**src/rtl/core/gregorian_julian_day_converter_top_macros.svh**
```systemverilog
// Assertion helpers used by the converter top module.
// Both expect the module's clock i_clk and active-low reset i_rst_n in scope.
`ifndef GREGORIAN_JULIAN_DAY_CONVERTER_TOP_MACROS_SVH
`define GREGORIAN_JULIAN_DAY_CONVERTER_TOP_MACROS_SVH

// Consequent must hold in the same cycle as the antecedent.
`define GJD_ASSERT_NOW(lbl, ante, cons) \
    lbl: assert property (@(posedge i_clk) disable iff (!i_rst_n) (ante) |-> (cons)) \
        else $error("gjd: same-cycle check failed");

// Consequent must hold in the cycle after the antecedent.
`define GJD_ASSERT_NEXT(lbl, ante, cons) \
    lbl: assert property (@(posedge i_clk) disable iff (!i_rst_n) (ante) |=> (cons)) \
        else $error("gjd: next-cycle check failed");

`endif

```
**src/rtl/core/gjd_pkg.sv**
```systemverilog
package gjd_pkg;

    // Time units in milliseconds
    localparam logic [26:0] MS_PER_DAY  = 27'd86400000;
    localparam logic [21:0] MS_PER_HOUR = 22'd3600000;
    localparam logic [15:0] MS_PER_MIN  = 16'd60000;

    // Calendar cycle lengths in days
    localparam logic [17:0] DAYS_400Y = 18'd146097;
    localparam logic [10:0] DAYS_4Y   = 11'd1461;
    localparam logic [7:0]  DAYS_5M   = 8'd153;

    // Reciprocals floor(2^k / divisor); the quotient lands at most one low
    localparam logic [8:0]  RCP_400Y  = 9'd459;    // k = 26
    localparam logic [7:0]  RCP_4Y    = 8'd179;    // k = 18
    localparam logic [3:0]  RCP_5M    = 4'd13;     // k = 11
    localparam logic [5:0]  RCP_HOUR  = 6'd37;     // k = 27
    localparam logic [6:0]  RCP_MIN   = 7'd69;     // k = 22
    // floor(y * 5243 / 2^19) equals y / 100 for every 14-bit year
    localparam logic [12:0] RCP_CENT  = 13'd5243;

    localparam logic [23:0] JDN_BIAS   = 24'd32044;
    localparam logic [14:0] YEAR_BIAS  = 15'd4716;
    localparam logic [13:0] EPOCH_YEAR = 14'd4800;
    localparam logic [6:0]  CENTURY    = 7'd100;
    // 1524 less the constant 2 of the century correction
    localparam logic [22:0] DN_BIAS    = 23'd1522;
    localparam logic [3:0]  MONTH_MAR  = 4'd3;
    localparam logic [3:0]  MONTH_WRAP = 4'd10;

    // Register stages from the day-carry stage to the calendar result
    localparam int unsigned CORE_LAT = 9;
    // Stages of the calendar-to-day path, and the padding that aligns it
    localparam int unsigned D2J_LAT  = 3;
    localparam int unsigned D2J_PAD  = CORE_LAT - D2J_LAT;

    typedef struct packed {
        logic        action;
        logic [13:0] year;
        logic [3:0]  month;
        logic [4:0]  day;
        logic [4:0]  hour;
        logic [5:0]  minute;
        logic [15:0] second_ms;
        logic [22:0] day_number;
        logic [26:0] time_ms;
    } t_in_item;

    typedef struct packed {
        logic [22:0] out_day_number;
        logic [26:0] out_time_ms;
        logic [13:0] out_year;
        logic [3:0]  out_month;
        logic [4:0]  out_day;
        logic [4:0]  out_hour;
        logic [5:0]  out_minute;
        logic [15:0] out_second_ms;
    } t_out_item;

    // Calendar result of the day-to-calendar path
    typedef struct packed {
        logic [13:0] year;
        logic [3:0]  month;
        logic [4:0]  day;
        logic [4:0]  hour;
        logic [5:0]  minute;
        logic [15:0] second_ms;
        logic [26:0] time_ms;
    } t_cal;

    // floor(30.6001 * (m + 1)) for m, the March-based month plus three
    function automatic logic [8:0] month_term(input logic [3:0] m);
        logic [8:0] v;
        case (m)
            4'd0:    v = 9'd30;
            4'd1:    v = 9'd61;
            4'd2:    v = 9'd91;
            4'd3:    v = 9'd122;
            4'd4:    v = 9'd153;
            4'd5:    v = 9'd183;
            4'd6:    v = 9'd214;
            4'd7:    v = 9'd244;
            4'd8:    v = 9'd275;
            4'd9:    v = 9'd306;
            4'd10:   v = 9'd336;
            4'd11:   v = 9'd367;
            4'd12:   v = 9'd397;
            4'd13:   v = 9'd428;
            4'd14:   v = 9'd459;
            4'd15:   v = 9'd489;
            default: v = 9'd0;
        endcase
        return v;
    endfunction

    // floor((153 * m + 2) / 5): days before month m of a March-based year
    function automatic logic [8:0] day_term(input logic [3:0] m);
        logic [8:0] v;
        case (m)
            4'd0:    v = 9'd0;
            4'd1:    v = 9'd31;
            4'd2:    v = 9'd61;
            4'd3:    v = 9'd92;
            4'd4:    v = 9'd122;
            4'd5:    v = 9'd153;
            4'd6:    v = 9'd184;
            4'd7:    v = 9'd214;
            4'd8:    v = 9'd245;
            4'd9:    v = 9'd275;
            4'd10:   v = 9'd306;
            4'd11:   v = 9'd337;
            4'd12:   v = 9'd367;
            4'd13:   v = 9'd398;
            4'd14:   v = 9'd428;
            4'd15:   v = 9'd459;
            default: v = 9'd0;
        endcase
        return v;
    endfunction

endpackage

```
**src/rtl/core/gjd_date2jd.sv**
```systemverilog
module gjd_date2jd (
    input  logic        i_clk,
    input  logic        i_en,
    input  logic [14:0] i_u,        // adjusted year plus 4716
    input  logic [13:0] i_yc,       // adjusted year, clamped at zero
    input  logic [3:0]  i_m,        // March-based month plus three
    input  logic [4:0]  i_d,
    input  logic        i_carry,
    output logic [22:0] o_dn
);
    import gjd_pkg::*;

    logic [25:0] prd_t1;
    logic [26:0] n_q1_cp;
    logic [22:0] n_q1_t1;
    logic [8:0]  n_q1_mt;
    logic [26:0] r_q1_cp;
    logic [22:0] r_q1_t1;
    logic [8:0]  r_q1_mt;
    logic [4:0]  r_q1_d;
    logic        r_q1_c;

    logic [22:0] n_q2_s;
    logic [7:0]  r_q2_cen;
    logic [22:0] r_q2_s;

    logic [22:0] n_q3_dn;
    logic [22:0] r_q3_dn;

    logic [D2J_PAD-1:0][22:0] r_pad;

    // Century product, four-year day count and month term in parallel
    assign prd_t1  = 26'(i_u) * 26'(DAYS_4Y);
    assign n_q1_t1 = prd_t1[24:2];
    assign n_q1_cp = 27'(i_yc) * 27'(RCP_CENT);
    assign n_q1_mt = month_term(i_m);

    always_ff @(posedge i_clk) begin
        if (i_en) begin
            r_q1_cp <= n_q1_cp;
            r_q1_t1 <= n_q1_t1;
            r_q1_mt <= n_q1_mt;
            r_q1_d  <= i_d;
            r_q1_c  <= i_carry;
        end
    end

    assign n_q2_s = r_q1_t1 + 23'(r_q1_mt) + 23'(r_q1_d) + 23'(r_q1_c) - DN_BIAS;

    always_ff @(posedge i_clk) begin
        if (i_en) begin
            r_q2_cen <= r_q1_cp[26:19];
            r_q2_s   <= n_q2_s;
        end
    end

    // Apply the century correction: minus A plus A / 4
    assign n_q3_dn = r_q2_s - 23'(r_q2_cen) + 23'(r_q2_cen[7:2]);

    always_ff @(posedge i_clk) begin
        if (i_en) begin
            r_q3_dn <= n_q3_dn;
            r_pad   <= {r_pad[D2J_PAD-2:0], r_q3_dn};
        end
    end

    assign o_dn = r_pad[D2J_PAD-1];

endmodule

```
**src/rtl/core/gjd_jd2date.sv**
```systemverilog
module gjd_jd2date (
    input  logic          i_clk,
    input  logic          i_en,
    input  logic [22:0]   i_dn,
    input  logic          i_carry,
    input  logic [26:0]   i_t,
    output gjd_pkg::t_cal o_cal
);
    import gjd_pkg::*;

    // P1: shift the day, estimate 400-year count and hour
    logic [23:0] sum_a;
    logic [25:0] n_p1_x;
    logic [34:0] prd_b;
    logic [32:0] prd_h;
    logic [25:0] r_p1_x;
    logic [7:0]  r_p1_bq;
    logic [4:0]  r_p1_hq;
    logic [26:0] r_p1_t;

    assign sum_a  = 24'(i_dn) + JDN_BIAS + 24'(i_carry);
    assign n_p1_x = {sum_a, 2'b11};
    assign prd_b  = 35'(n_p1_x) * 35'(RCP_400Y);
    assign prd_h  = 33'(i_t) * 33'(RCP_HOUR);

    always_ff @(posedge i_clk) begin
        if (i_en) begin
            r_p1_x  <= n_p1_x;
            r_p1_bq <= prd_b[33:26];
            r_p1_hq <= prd_h[31:27];
            r_p1_t  <= i_t;
        end
    end

    // P2: remainders of the estimates
    logic [25:0] n_p2_br;
    logic [26:0] n_p2_hr;
    logic [18:0] r_p2_br;
    logic [22:0] r_p2_hr;
    logic [7:0]  r_p2_bq;
    logic [4:0]  r_p2_hq;
    logic [26:0] r_p2_t;

    assign n_p2_br = r_p1_x - 26'(r_p1_bq) * 26'(DAYS_400Y);
    assign n_p2_hr = r_p1_t - 27'(r_p1_hq) * 27'(MS_PER_HOUR);

    always_ff @(posedge i_clk) begin
        if (i_en) begin
            r_p2_br <= n_p2_br[18:0];
            r_p2_hr <= n_p2_hr[22:0];
            r_p2_bq <= r_p1_bq;
            r_p2_hq <= r_p1_hq;
            r_p2_t  <= r_p1_t;
        end
    end

    // P3: correct the estimates by one where the remainder overshoots
    logic        b_ge;
    logic        h_ge;
    logic [18:0] b_rem;
    logic [22:0] h_rem;
    logic [7:0]  r_p3_b;
    logic [17:0] r_p3_x2;
    logic [4:0]  r_p3_hour;
    logic [21:0] r_p3_rem;
    logic [26:0] r_p3_t;

    assign b_ge  = r_p2_br >= 19'(DAYS_400Y);
    assign b_rem = b_ge ? r_p2_br - 19'(DAYS_400Y) : r_p2_br;
    assign h_ge  = r_p2_hr >= 23'(MS_PER_HOUR);
    assign h_rem = h_ge ? r_p2_hr - 23'(MS_PER_HOUR) : r_p2_hr;

    always_ff @(posedge i_clk) begin
        if (i_en) begin
            r_p3_b    <= r_p2_bq + 8'(b_ge);
            r_p3_x2   <= {b_rem[17:2], 2'b11};
            r_p3_hour <= r_p2_hq + 5'(h_ge);
            r_p3_rem  <= h_rem[21:0];
            r_p3_t    <= r_p2_t;
        end
    end

    // P4: estimate four-year count and minute, form the century part of the year
    logic [25:0] prd_d;
    logic [28:0] prd_m;
    logic [14:0] prd_y;
    logic [13:0] n_p4_yb;
    logic [17:0] r_p4_x2;
    logic [6:0]  r_p4_dq;
    logic [13:0] r_p4_yb;
    logic [21:0] r_p4_rem;
    logic [5:0]  r_p4_mq;
    logic [4:0]  r_p4_hour;
    logic [26:0] r_p4_t;

    assign prd_d   = 26'(r_p3_x2) * 26'(RCP_4Y);
    assign prd_m   = 29'(r_p3_rem) * 29'(RCP_MIN);
    assign prd_y   = 15'(r_p3_b) * 15'(CENTURY);
    assign n_p4_yb = prd_y[13:0] - EPOCH_YEAR;

    always_ff @(posedge i_clk) begin
        if (i_en) begin
            r_p4_x2   <= r_p3_x2;
            r_p4_dq   <= prd_d[24:18];
            r_p4_yb   <= n_p4_yb;
            r_p4_rem  <= r_p3_rem;
            r_p4_mq   <= prd_m[27:22];
            r_p4_hour <= r_p3_hour;
            r_p4_t    <= r_p3_t;
        end
    end

    // P5: remainders
    logic [17:0] n_p5_dr;
    logic [21:0] n_p5_mr;
    logic [11:0] r_p5_dr;
    logic [6:0]  r_p5_dq;
    logic [16:0] r_p5_mr;
    logic [5:0]  r_p5_mq;
    logic [13:0] r_p5_yb;
    logic [4:0]  r_p5_hour;
    logic [26:0] r_p5_t;

    assign n_p5_dr = r_p4_x2 - 18'(r_p4_dq) * 18'(DAYS_4Y);
    assign n_p5_mr = r_p4_rem - 22'(r_p4_mq) * 22'(MS_PER_MIN);

    always_ff @(posedge i_clk) begin
        if (i_en) begin
            r_p5_dr   <= n_p5_dr[11:0];
            r_p5_dq   <= r_p4_dq;
            r_p5_mr   <= n_p5_mr[16:0];
            r_p5_mq   <= r_p4_mq;
            r_p5_yb   <= r_p4_yb;
            r_p5_hour <= r_p4_hour;
            r_p5_t    <= r_p4_t;
        end
    end

    // P6: correct, take the day of the year and the seconds
    logic        d_ge;
    logic        m_ge;
    logic [11:0] d_rem;
    logic [16:0] m_rem;
    logic [8:0]  n_p6_e;
    logic [10:0] n_p6_x3;
    logic [6:0]  r_p6_d;
    logic [8:0]  r_p6_e;
    logic [10:0] r_p6_x3;
    logic [13:0] r_p6_yb;
    logic [4:0]  r_p6_hour;
    logic [5:0]  r_p6_minute;
    logic [15:0] r_p6_sec;
    logic [26:0] r_p6_t;

    assign d_ge    = r_p5_dr >= 12'(DAYS_4Y);
    assign d_rem   = d_ge ? r_p5_dr - 12'(DAYS_4Y) : r_p5_dr;
    assign n_p6_e  = d_rem[10:2];
    assign n_p6_x3 = {n_p6_e, 2'b10} + 11'(n_p6_e);
    assign m_ge    = r_p5_mr >= 17'(MS_PER_MIN);
    assign m_rem   = m_ge ? r_p5_mr - 17'(MS_PER_MIN) : r_p5_mr;

    always_ff @(posedge i_clk) begin
        if (i_en) begin
            r_p6_d      <= r_p5_dq + 7'(d_ge);
            r_p6_e      <= n_p6_e;
            r_p6_x3     <= n_p6_x3;
            r_p6_yb     <= r_p5_yb;
            r_p6_hour   <= r_p5_hour;
            r_p6_minute <= r_p5_mq + 6'(m_ge);
            r_p6_sec    <= m_rem[15:0];
            r_p6_t      <= r_p5_t;
        end
    end

    // P7: estimate the March-based month, add the four-year count to the year
    logic [14:0] prd_mo;
    logic [3:0]  r_p7_mq;
    logic [10:0] r_p7_x3;
    logic [8:0]  r_p7_e;
    logic [13:0] r_p7_yb;
    logic [4:0]  r_p7_hour;
    logic [5:0]  r_p7_minute;
    logic [15:0] r_p7_sec;
    logic [26:0] r_p7_t;

    assign prd_mo = 15'(r_p6_x3) * 15'(RCP_5M);

    always_ff @(posedge i_clk) begin
        if (i_en) begin
            r_p7_mq     <= prd_mo[14:11];
            r_p7_x3     <= r_p6_x3;
            r_p7_e      <= r_p6_e;
            r_p7_yb     <= r_p6_yb + 14'(r_p6_d);
            r_p7_hour   <= r_p6_hour;
            r_p7_minute <= r_p6_minute;
            r_p7_sec    <= r_p6_sec;
            r_p7_t      <= r_p6_t;
        end
    end

    // P8: month remainder
    logic [10:0] n_p8_mr;
    logic [8:0]  r_p8_mr;
    logic [3:0]  r_p8_mq;
    logic [8:0]  r_p8_e;
    logic [13:0] r_p8_yb;
    logic [4:0]  r_p8_hour;
    logic [5:0]  r_p8_minute;
    logic [15:0] r_p8_sec;
    logic [26:0] r_p8_t;

    assign n_p8_mr = r_p7_x3 - 11'(r_p7_mq) * 11'(DAYS_5M);

    always_ff @(posedge i_clk) begin
        if (i_en) begin
            r_p8_mr     <= n_p8_mr[8:0];
            r_p8_mq     <= r_p7_mq;
            r_p8_e      <= r_p7_e;
            r_p8_yb     <= r_p7_yb;
            r_p8_hour   <= r_p7_hour;
            r_p8_minute <= r_p7_minute;
            r_p8_sec    <= r_p7_sec;
            r_p8_t      <= r_p7_t;
        end
    end

    // P9: settle the month and map it back to January-based numbering
    logic        mo_ge;
    logic [3:0]  mo;
    logic        mo_wrap;
    logic [9:0]  day_sum;
    t_cal        n_p9_cal;
    t_cal        r_p9_cal;

    assign mo_ge   = r_p8_mr >= 9'(DAYS_5M);
    assign mo      = r_p8_mq + 4'(mo_ge);
    assign mo_wrap = mo >= MONTH_WRAP;
    assign day_sum = 10'(r_p8_e) - 10'(day_term(mo)) + 10'd1;

    always_comb begin
        n_p9_cal.year      = r_p8_yb + 14'(mo_wrap);
        n_p9_cal.month     = mo_wrap ? mo - (MONTH_WRAP - 4'd1) : mo + MONTH_MAR;
        n_p9_cal.day       = day_sum[4:0];
        n_p9_cal.hour      = r_p8_hour;
        n_p9_cal.minute    = r_p8_minute;
        n_p9_cal.second_ms = r_p8_sec;
        n_p9_cal.time_ms   = r_p8_t;
    end

    always_ff @(posedge i_clk) begin
        if (i_en) begin
            r_p9_cal <= n_p9_cal;
        end
    end

    assign o_cal = r_p9_cal;

endmodule

```
**src/rtl/core/gregorian_julian_day_converter_top.sv**
```systemverilog
// Twelve register stages from i_item to o_item. Each division by a calendar constant on the
// day-to-calendar path is a reciprocal multiply, a remainder and a one-step correction, each
// in a stage of its own. Throughput: one item per cycle unless i_stall holds back a result.
// A stalled result freezes every stage at once, so a full pipe holds twelve items.
// Reset (i_rst_n low, synchronous) clears the valid bits only; payload is not reset.
`include "gregorian_julian_day_converter_top_macros.svh"

module gregorian_julian_day_converter_top (
    input  logic               i_clk,
    input  logic               i_rst_n,
    input  logic               i_valid,
    output logic               o_stall,
    input  gjd_pkg::t_in_item  i_item,
    output logic               o_valid,
    input  logic               i_stall,
    output gjd_pkg::t_out_item o_item
);
    import gjd_pkg::*;

    localparam int unsigned NSTG = CORE_LAT + 3;

    // Pipe advance: everything moves unless a finished result is held back
    logic en;
    logic [NSTG-1:0]   r_vld;
    logic [NSTG-2:0]   r_act;
    logic              r_oact;

    assign en      = !(r_vld[NSTG-1] && i_stall);
    assign o_stall = !en;
    assign o_valid = r_vld[NSTG-1];

    always_ff @(posedge i_clk) begin
        if (!i_rst_n) begin
            r_vld <= '0;
        end else if (en) begin
            r_vld <= {r_vld[NSTG-2:0], i_valid};
        end
    end

    always_ff @(posedge i_clk) begin
        if (en) begin
            r_act  <= {r_act[NSTG-3:0], i_item.action};
            r_oact <= r_act[NSTG-2];
        end
    end

    // Stage 1: build the time of day and fold January and February into the
    // previous year. Year zero in those months leaves a century of zero.
    logic        jan_feb;
    logic [26:0] n_r1_t;
    logic [14:0] n_r1_u;
    logic [13:0] n_r1_yc;
    logic [3:0]  n_r1_m;
    logic [26:0] r1_t;
    logic [14:0] r1_u;
    logic [13:0] r1_yc;
    logic [3:0]  r1_m;
    logic [4:0]  r1_d;
    logic [22:0] r1_dn;

    assign jan_feb = i_item.month <= 4'd2;

    always_comb begin
        if (i_item.action) begin
            n_r1_t = i_item.time_ms;
        end else begin
            n_r1_t = 27'(i_item.hour) * 27'(MS_PER_HOUR)
                   + 27'(i_item.minute) * 27'(MS_PER_MIN)
                   + 27'(i_item.second_ms);
        end
        n_r1_u = 15'(i_item.year) + YEAR_BIAS - 15'(jan_feb);
        if (!jan_feb) begin
            n_r1_yc = i_item.year;
        end else if (i_item.year == 14'd0) begin
            n_r1_yc = 14'd0;
        end else begin
            n_r1_yc = i_item.year - 14'd1;
        end
        n_r1_m = jan_feb ? i_item.month + 4'd12 : i_item.month;
    end

    always_ff @(posedge i_clk) begin
        if (en) begin
            r1_t  <= n_r1_t;
            r1_u  <= n_r1_u;
            r1_yc <= n_r1_yc;
            r1_m  <= n_r1_m;
            r1_d  <= i_item.day;
            r1_dn <= i_item.day_number;
        end
    end

    // Stage 2: carry a whole day out of the time; it is never more than one
    logic        day_ge;
    logic [26:0] r2_t;
    logic        r2_carry;
    logic [14:0] r2_u;
    logic [13:0] r2_yc;
    logic [3:0]  r2_m;
    logic [4:0]  r2_d;
    logic [22:0] r2_dn;

    assign day_ge = r1_t >= MS_PER_DAY;

    always_ff @(posedge i_clk) begin
        if (en) begin
            r2_t     <= day_ge ? r1_t - MS_PER_DAY : r1_t;
            r2_carry <= day_ge;
            r2_u     <= r1_u;
            r2_yc    <= r1_yc;
            r2_m     <= r1_m;
            r2_d     <= r1_d;
            r2_dn    <= r1_dn;
        end
    end

    // Both directions run on every item; the action picks the result at the end
    logic [22:0] cal_dn;
    t_cal        dn_cal;

    gjd_date2jd u_date2jd (
        .i_clk   (i_clk),
        .i_en    (en),
        .i_u     (r2_u),
        .i_yc    (r2_yc),
        .i_m     (r2_m),
        .i_d     (r2_d),
        .i_carry (r2_carry),
        .o_dn    (cal_dn)
    );

    gjd_jd2date u_jd2date (
        .i_clk   (i_clk),
        .i_en    (en),
        .i_dn    (r2_dn),
        .i_carry (r2_carry),
        .i_t     (r2_t),
        .o_cal   (dn_cal)
    );

    // Output register: drop the fields the other direction owns to zero
    t_out_item n_out;
    t_out_item r_out;

    always_comb begin
        n_out.out_time_ms = dn_cal.time_ms;
        if (r_act[NSTG-2]) begin
            n_out.out_day_number = '0;
            n_out.out_year       = dn_cal.year;
            n_out.out_month      = dn_cal.month;
            n_out.out_day        = dn_cal.day;
            n_out.out_hour       = dn_cal.hour;
            n_out.out_minute     = dn_cal.minute;
            n_out.out_second_ms  = dn_cal.second_ms;
        end else begin
            n_out.out_day_number = cal_dn;
            n_out.out_year       = '0;
            n_out.out_month      = '0;
            n_out.out_day        = '0;
            n_out.out_hour       = '0;
            n_out.out_minute     = '0;
            n_out.out_second_ms  = '0;
        end
    end

    always_ff @(posedge i_clk) begin
        if (en) begin
            r_out <= n_out;
        end
    end

    assign o_item = r_out;

    // A held result freezes the valid and action lines together
    `GJD_ASSERT_NEXT(a_freeze, r_vld[NSTG-1] && i_stall, $stable(r_vld) && $stable(r_act))
    // The day carry always leaves a time of day below one day
    `GJD_ASSERT_NOW(a_time_of_day, o_valid, o_item.out_time_ms < MS_PER_DAY)
    // The hour and minute splits are fully corrected
    `GJD_ASSERT_NOW(a_clock_split, o_valid && r_oact,
        o_item.out_hour < 5'd24 && o_item.out_minute < 6'd60 &&
        o_item.out_second_ms < MS_PER_MIN)
    // The month estimate is corrected and mapped back into the year
    `GJD_ASSERT_NOW(a_month_day, o_valid && r_oact,
        o_item.out_month >= 4'd1 && o_item.out_month <= 4'd12 && o_item.out_day != 5'd0)

endmodule

```
**config.mk**
```make
export PLATFORM = sky130hd
export DESIGN_NAME = gregorian_julian_day_converter_top
export DESIGN_NICKNAME = d
export VERILOG_FILES = /design/src/rtl/core/gjd_pkg.sv /design/src/rtl/core/gjd_date2jd.sv /design/src/rtl/core/gjd_jd2date.sv /design/src/rtl/core/gregorian_julian_day_converter_top.sv
export VERILOG_INCLUDE_DIRS = /design/src /design/src/rtl/core
export SDC_FILE = /design/constraint.sdc
export NUM_CORES = 2
export LEC_CHECK = 0
export ABC_CLOCK_PERIOD_IN_PS = 39100
export BUFFER_PORTS_ARGS = -buffer_cell sky130_fd_sc_hd__buf_2
export CAP_MARGIN = 25
export CORE_UTILIZATION = 30
export DETAILED_ROUTE_END_ITERATION = 6
export GPL_ROUTABILITY_DRIVEN = 0
export PLACE_DENSITY_LB_ADDON = 0.12
export SLEW_MARGIN = 40
export SYNTH_ARGS = -nofsm -noshare
export SYNTH_HDL_FRONTEND = slang
export SYNTH_SLANG_ARGS = --single-unit
```
**constraint.sdc**
```tcl
create_clock -name i_clk -period 39.1 [get_ports i_clk]
set_input_delay 7.82 -clock i_clk [delete_from_list [all_inputs] [get_ports i_clk]]
set_output_delay 7.82 -clock i_clk [all_outputs]
set_load 0.01 [all_outputs]
```
# Word level (Yosys, flattened, before mapping)
# Memory sizes are Yosys's and may differ from the RTL's. A register that Yosys moved wholly into a read port is not among the register bits.
# Cells that the tools add are included.
[word_totals]
ff_bits = 1279
latchBits = 0
mem_bits_rw = 0
rom_bits = 288
in_bits = 105
out_inout_bits = 102
mem_count = 2
[classes]
addsub = 37
multipliers = 15
div = 0
order_cmp = 8
eq_ne = 0
shift = 0
muxes = 10
n_bitwise = 0
n_reduce_logical = 3
[mem_list]
columns = ["memory", "depth", "width", "rd", "rd_ports_with_merged_regs", "write_ports", "line", "text"]
rows = [
  ["(name not given)", 16, 9, 1, 1, 0, "gjd_pkg.sv:74", "case (m)"],
  ["(name not given)", 16, 9, 1, 0, 0, "gjd_pkg.sv:99", "case (m)"],
]
[ops]
columns = ["operator", "n"]
rows = [
  ["two-way mux 27 bit", 2],
  ["multiplier 26 x 9 -> 34 bit, second input constant", 1],
  ["multiplier 27 x 6 -> 32 bit, second input constant", 1],
  ["multiplier 22 x 7 -> 28 bit, second input constant", 1],
  ["two-way mux 14 bit", 2],
  ["adder 27 x 16 -> 27 bit", 1],
  ["adder 27 x 22 -> 27 bit", 1],
  ["greater-or-equal comparator 27 bit, second input constant", 1],
  ["multiplier 14 x 13 -> 27 bit, second input constant", 1],
  ["subtractor 27 bit, second input constant", 1],
  ["multiplier 15 x 11 -> 25 bit, second input constant", 1],
  ["multiplier 18 x 8 -> 25 bit, second input constant", 1],
  ["adder 23 x 15 -> 24 bit, second input constant", 1],
  ["adder 24 x 1 -> 24 bit", 1],
  ["adder 23 x 1 -> 23 bit", 1],
  ["adder 23 x 5 -> 23 bit", 1],
  ["adder 23 x 6 -> 23 bit", 1],
  ["adder 23 x 9 -> 23 bit", 1],
  ["greater-or-equal comparator 23 x 22 -> 1 bit, second input constant", 1],
  ["subtractor 23 x 11 -> 23 bit, second input constant", 1],
  ["subtractor 23 bit", 1],
  ["subtractor 23 x 8 -> 23 bit", 1],
  ["two-way mux 22 bit", 1],
  ["subtractor 22 bit, second input constant", 1],
  ["other kinds (46)", 47],
]

# Logic depth before layout (Yosys ltp)
# An unclocked memory read counts as a cell.
[depth]
ltp_word = 5
ltp_mapped = 26

# Modules after synthesis
# A second synthesis with hierarchy kept.
[hier_totals]
cells_unflattened = 5724
hier_area_um2 = 73724.5
[by_module_without_submodules]
columns = ["mod", "instances", "cells_each", "area_each_um2", "seq_area_each_um2"]
rows = [
  ["gjd_jd2date", 1, 3295, 42119.1, 20329.5],
  ["gjd_date2jd", 1, 1347, 16778.6, 7146.9],
  ["gregorian_julian_day_converter_top", 1, 1082, 14826.7, 8888.5],
]

# Worst setup path after synthesis
# Ideal clock, no wire load.
[synth_timing]
kind = "input -> register"
start = "input port i_stall"
end = "register r_out (netlist bit o_item[0]), enable pin"
arrival_time_ns = 40.447
required_ns = 37.062
setup_slack_ns = -3.385
cell_stages = 2
path_cell_list = "nand2_1 clkbuf_1"
[synth_via]
elab_chain_cells = 1
[synth_lines]
columns = ["item", "line", "text"]
rows = [
  ["from (decl)", "gregorian_julian_day_converter_top.sv:15", "input logic i_stall,"],
  ["logical AND 1 bit", "gregorian_julian_day_converter_top.sv:28", "assign en = !(r_vld[NSTG-1] && i_stall);"],
  ["to (signal assigned)", "gregorian_julian_day_converter_top.sv:168", "r_out <= n_out;"],
  ["to (decl)", "gregorian_julian_day_converter_top.sv:143", "t_out_item r_out;"],
]
# Every way passes these cells.
# A chain may end at the register's enable or synchronous reset.

# Worst setup path in the final report
[layout_timing]
start = "input port i_stall"
end = "output port o_stall"
[layout_via]
elab_chain_cells = 1
[layout_lines]
columns = ["item", "line", "text"]
rows = [
  ["logical AND 1 bit", "gregorian_julian_day_converter_top.sv:28", ""],
  ["to (decl)", "gregorian_julian_day_converter_top.sv:12", "output logic o_stall,"],
]
# Every way passes these cells.

==> flow_results.xml <==
<?xml version="1.0" encoding="UTF-8"?>
<metrics>
  <group name="run_status">
    <metric name="status" unit="">completed</metric>
  </group>
  <group name="timing">
    <metric name="setup_repair_after_global_routing_missed_its_margin" unit="">no</metric>
    <metric name="layout_min_cycle_time" unit="ns">16.85</metric>
    <metric name="setup_violations" unit="">0</metric>
    <metric name="final_total_negative_setup_slack" unit="ns">0</metric>
    <metric name="clock-skew-final" unit="ns">0.0655</metric>
    <metric name="max_freq" unit="GHz">0.0593</metric>
    <metric name="worst_rel_slew_slack" unit="%">45.5</metric>
    <metric name="timing_worst_slew_pin_value" unit="ns">0.797</metric>
    <metric name="final.hold.worst_slack" unit="ns">0.364</metric>
    <metric name="fin_hold_viols" unit="">0</metric>
    <metric name="timing.final.crit_share" unit="%">43.1</metric>
    <metric name="maxSlewViolCount" unit="">0</metric>
  </group>
  <group name="worst_setup_path">
    <metric name="cpLargestDelayFamily" unit="">buffers and inverters</metric>
    <metric name="cpPeakStageDelay" unit="ns">0.48</metric>
    <metric name="critical_path.slowest_cell" unit="">sky130_fd_sc_hd__nand2_4</metric>
    <metric name="critical_path.n_buffers_inverters" unit="">3</metric>
    <metric name="timing.critical_path.from" unit="">i_stall</metric>
    <metric name="crit-reg2reg-capture" unit="">u_jd2date.r_p1_bq[7]</metric>
    <metric name="reg2reg_slack" unit="ns">31.20</metric>
    <metric name="critPathCapture" unit="">o_stall</metric>
    <metric name="crit_path_start_kind" unit="">input pin</metric>
    <metric name="cp.required" unit="ns">31.28</metric>
    <metric name="crit_path_max_fanout" unit="">53</metric>
    <metric name="worst_r2r_startpoint" unit="">r2_carry</metric>
    <metric name="signal_arrival_time_at_the_worst_endpoint" unit="ns">9.03</metric>
    <metric name="critical_path_most_common_cell" unit="">sky130_fd_sc_hd__buf_2</metric>
    <metric name="setup.worst_path.class" unit="">in2out</metric>
    <metric name="critPathCaptureType" unit="">output port</metric>
    <metric name="r2r_cells" unit="">24</metric>
    <metric name="critical_path.cell_chain" unit="">buf_2, nand2_4, inv_1, buf_2</metric>
    <metric name="worst-path-stages" unit="">4</metric>
  </group>
  <group name="synthesis">
    <metric name="netlist.area_leader.share" unit="%">49.6</metric>
    <metric name="netlist-cell-type-count" unit="">84</metric>
    <metric name="synth_most_common_cell" unit="">sky130_fd_sc_hd__edfxtp_1</metric>
    <metric name="post_synth.cell_area_avg" unit="um2">13.0</metric>
    <metric name="fraction_of_registers_with_async_set_or_reset_after_synthesis" unit="%">0</metric>
    <metric name="seq_area_frac_synth" unit="%">49.9</metric>
    <metric name="synthesis.yosys.warnings" unit="">0</metric>
    <metric name="syn-instance-count" unit="">5590</metric>
    <metric name="post-synth-top-area-cell" unit="">sky130_fd_sc_hd__edfxtp_1</metric>
    <metric name="number_of_synthesized_flops_with_an_enable_pin" unit="">1203</metric>
    <metric name="synth.ff_latch_count" unit="">1215</metric>
    <metric name="post_synth_instance_area" unit="mm2">0.0729</metric>
    <metric name="synth_top_cells_by_count" unit="">1203 x sky130_fd_sc_hd__edfxtp_1, 1082 x sky130_fd_sc_hd__inv_1, 952 x sky130_fd_sc_hd__ha_1, 401 x sky130_fd_sc_hd__fa_1, 302 x sky130_fd_sc_hd__xnor2_1</metric>
    <metric name="ys_top_cells_by_area" unit="">sky130_fd_sc_hd__edfxtp_1 50%, sky130_fd_sc_hd__ha_1 16%, sky130_fd_sc_hd__fa_1 11%</metric>
    <metric name="mappedNetlistNets" unit="">7048</metric>
    <metric name="synth_flop_cell" unit="">sky130_fd_sc_hd__edfxtp_1</metric>
  </group>
  <group name="detailed_routing">
    <metric name="first_pass_iters" unit="">5</metric>
    <metric name="vias_per_instance" unit="">4.22</metric>
    <metric name="drc_violations" unit="">0</metric>
    <metric name="post_detailed_route_wirelength_per_cell" unit="um">14.5</metric>
    <metric name="detail_route.iter0.violations" unit="">1431</metric>
    <metric name="postRouteWirelength" unit="mm">134</metric>
    <metric name="remaining_antenna_violation_count" unit="">0</metric>
    <metric name="num_vias" unit="">39000</metric>
  </group>
  <group name="grt">
    <metric name="grt_max_degree" unit="">143</metric>
    <metric name="antenna_found_initial" unit="">15</metric>
    <metric name="grt_first_pass_wirelength" unit="mm">217</metric>
    <metric name="total_track_usage" unit="%">11.2</metric>
    <metric name="aggregate_global_routing_overflow" unit="">0</metric>
    <metric name="number_of_global_route_vias_before_repair" unit="">40500</metric>
  </group>
  <group name="final_layout">
    <metric name="final-instance-count-excl-fill" unit="">9242</metric>
    <metric name="finalInstanceArea" unit="mm2">0.0829</metric>
    <metric name="area.growth.synth_to_final" unit="%">13.8</metric>
    <metric name="reg_with_most_ffs" unit="">u_date2jd.r_pad</metric>
    <metric name="largest_register_ffs" unit="">115</metric>
    <metric name="fraction_of_final_layout_cells_with_drive_strength_greater_than_1" unit="%">8.21</metric>
    <metric name="nets" unit="">7400</metric>
  </group>
  <group name="cts">
    <metric name="clock_tree.root_cell" unit="">sky130_fd_sc_hd__clkbuf_16</metric>
    <metric name="cts_hold_repair.buffers" unit="">0</metric>
    <metric name="tritoncts_num_sinks" unit="">1215</metric>
    <metric name="cts_tree" unit="">yes</metric>
    <metric name="htree_levels" unit="">4</metric>
    <metric name="clkTransAtPathRegs" unit="ns">0.05</metric>
    <metric name="cts_max_path_buffers" unit="">3</metric>
    <metric name="ctsResizeCount" unit="">0</metric>
    <metric name="cts_setup_buffers" unit="">0</metric>
    <metric name="tritoncts.num_buffers" unit="">148</metric>
    <metric name="clk-insertion-delay-late" unit="ns">0.80</metric>
  </group>
  <group name="placed_design">
    <metric name="place.detailed.instances" unit="">8976</metric>
    <metric name="dpl-instance-area" unit="mm2">0.0780</metric>
    <metric name="total_half_perimeter_wirelength_after_legalization_and_detailed_placement" unit="mm">104</metric>
    <metric name="portBuffers" unit="">206</metric>
  </group>
  <group name="job">
    <metric name="max_cap_viol_count" unit="">0</metric>
  </group>
  <group name="floorplan">
    <metric name="dieWidth" unit="um">495</metric>
    <metric name="floorplan.io_pins" unit="">207</metric>
    <metric name="dieHeight" unit="um">495</metric>
    <metric name="core_area" unit="mm2">0.241</metric>
    <metric name="initial_utilization" unit="%">30.2</metric>
    <metric name="num_rows" unit="">180</metric>
    <metric name="area_enclosed_by_the_die_boundary" unit="mm2">0.245</metric>
  </group>
  <group name="worst_hold_path">
    <metric name="worst_hold_path_type" unit="">reg2reg</metric>
  </group>
</metrics>
## per-layer routing
metal  global-route usage, %  wire (um)  vias up  part of all wire [%]
li1                        -          -    19900                     -
met1                    15.6      67300    18400                    50
met2                    17.5      59200      476                    44
met3                    2.08       4510      199                   3.4
met4                    3.35       3270        4                   2.4
met5                       0         26        -                 0.019
## cell families after synthesis
logic type | share of synthesized area (%)
compound gates | 6.06
xor+xnor | 5.30
fa+ha+maj | 27.4
buf+inv | 5.76
flops | 49.9
mux | 0.254
simple gates | 5.30
## through the flow
step           util, %  setup WS [ns]
2_1_floorplan        -          14.98
3_3_place_gp      32.4          22.21
3_5_place_dp      32.4          22.17
4_1_cts           34.4          22.17
5_1_grt           34.4          22.06
6_report          34.4          22.25
## final cells by class
class | count | area, um2
clock buffers | 174 | 3800
flip-flops and latches | 1215 | 36400
fillers | 23700 | 158000
diodes | 4 | 10.0
repair buffers | 233 | 1310
clock inverters | 87 | 1010
multi-input cells | 3258 | 32400
well taps | 3185 | 3990
inverters | 1086 | 4080
## how the worst min path moves through the flow
stage	startpoint	endpoint	slack (ns)	depth (start not counted)
2_1_floorplan	u_jd2date.o_cal[5]	o_item[55]	0.40	0
3_3_place_gp	u_jd2date.r_p7_e[1]	u_jd2date.r_p8_e[1]	0.40	0
3_5_place_dp	u_jd2date.o_cal[7]	o_item[57]	0.40	0
4_1_cts	u_jd2date.r_p8_t[21]	u_jd2date.o_cal[21]	0.35	0
5_1_grt	u_jd2date.r_p3_t[19]	u_jd2date.r_p4_t[19]	0.35	0
6_report	u_jd2date.r_p8_t[21]	u_jd2date.o_cal[21]	0.36	0
## cells in the final DEF (no fill, tap or decap), types with 26 or more instances in the layout
cell type                   instances
sky130_fd_sc_hd__edfxtp_1        1203
sky130_fd_sc_hd__inv_1           1082
sky130_fd_sc_hd__ha_1             952
sky130_fd_sc_hd__fa_1             401
sky130_fd_sc_hd__xnor2_1          300
sky130_fd_sc_hd__buf_2            206
sky130_fd_sc_hd__a21oi_1          189
sky130_fd_sc_hd__nor2_1           186
sky130_fd_sc_hd__nand2_1          175
sky130_fd_sc_hd__clkbuf_16        148
sky130_fd_sc_hd__o21ai_0          132
sky130_fd_sc_hd__xor2_1           131
sky130_fd_sc_hd__a21o_1           102
sky130_fd_sc_hd__and2_1            68
sky130_fd_sc_hd__nor3_1            59
sky130_fd_sc_hd__nor2b_1           58
sky130_fd_sc_hd__nand3_1           57
sky130_fd_sc_hd__o21a_1            41
sky130_fd_sc_hd__o21bai_1          33
sky130_fd_sc_hd__nand2b_1          31
sky130_fd_sc_hd__a21boi_0          27
sky130_fd_sc_hd__and3_1            26
sky130_fd_sc_hd__clkinv_2          26
sky130_fd_sc_hd__clkbuf_1          26
Power is not shown: default switching activity piles up to over one toggle a cycle in this logic, so the estimate is an artifact.
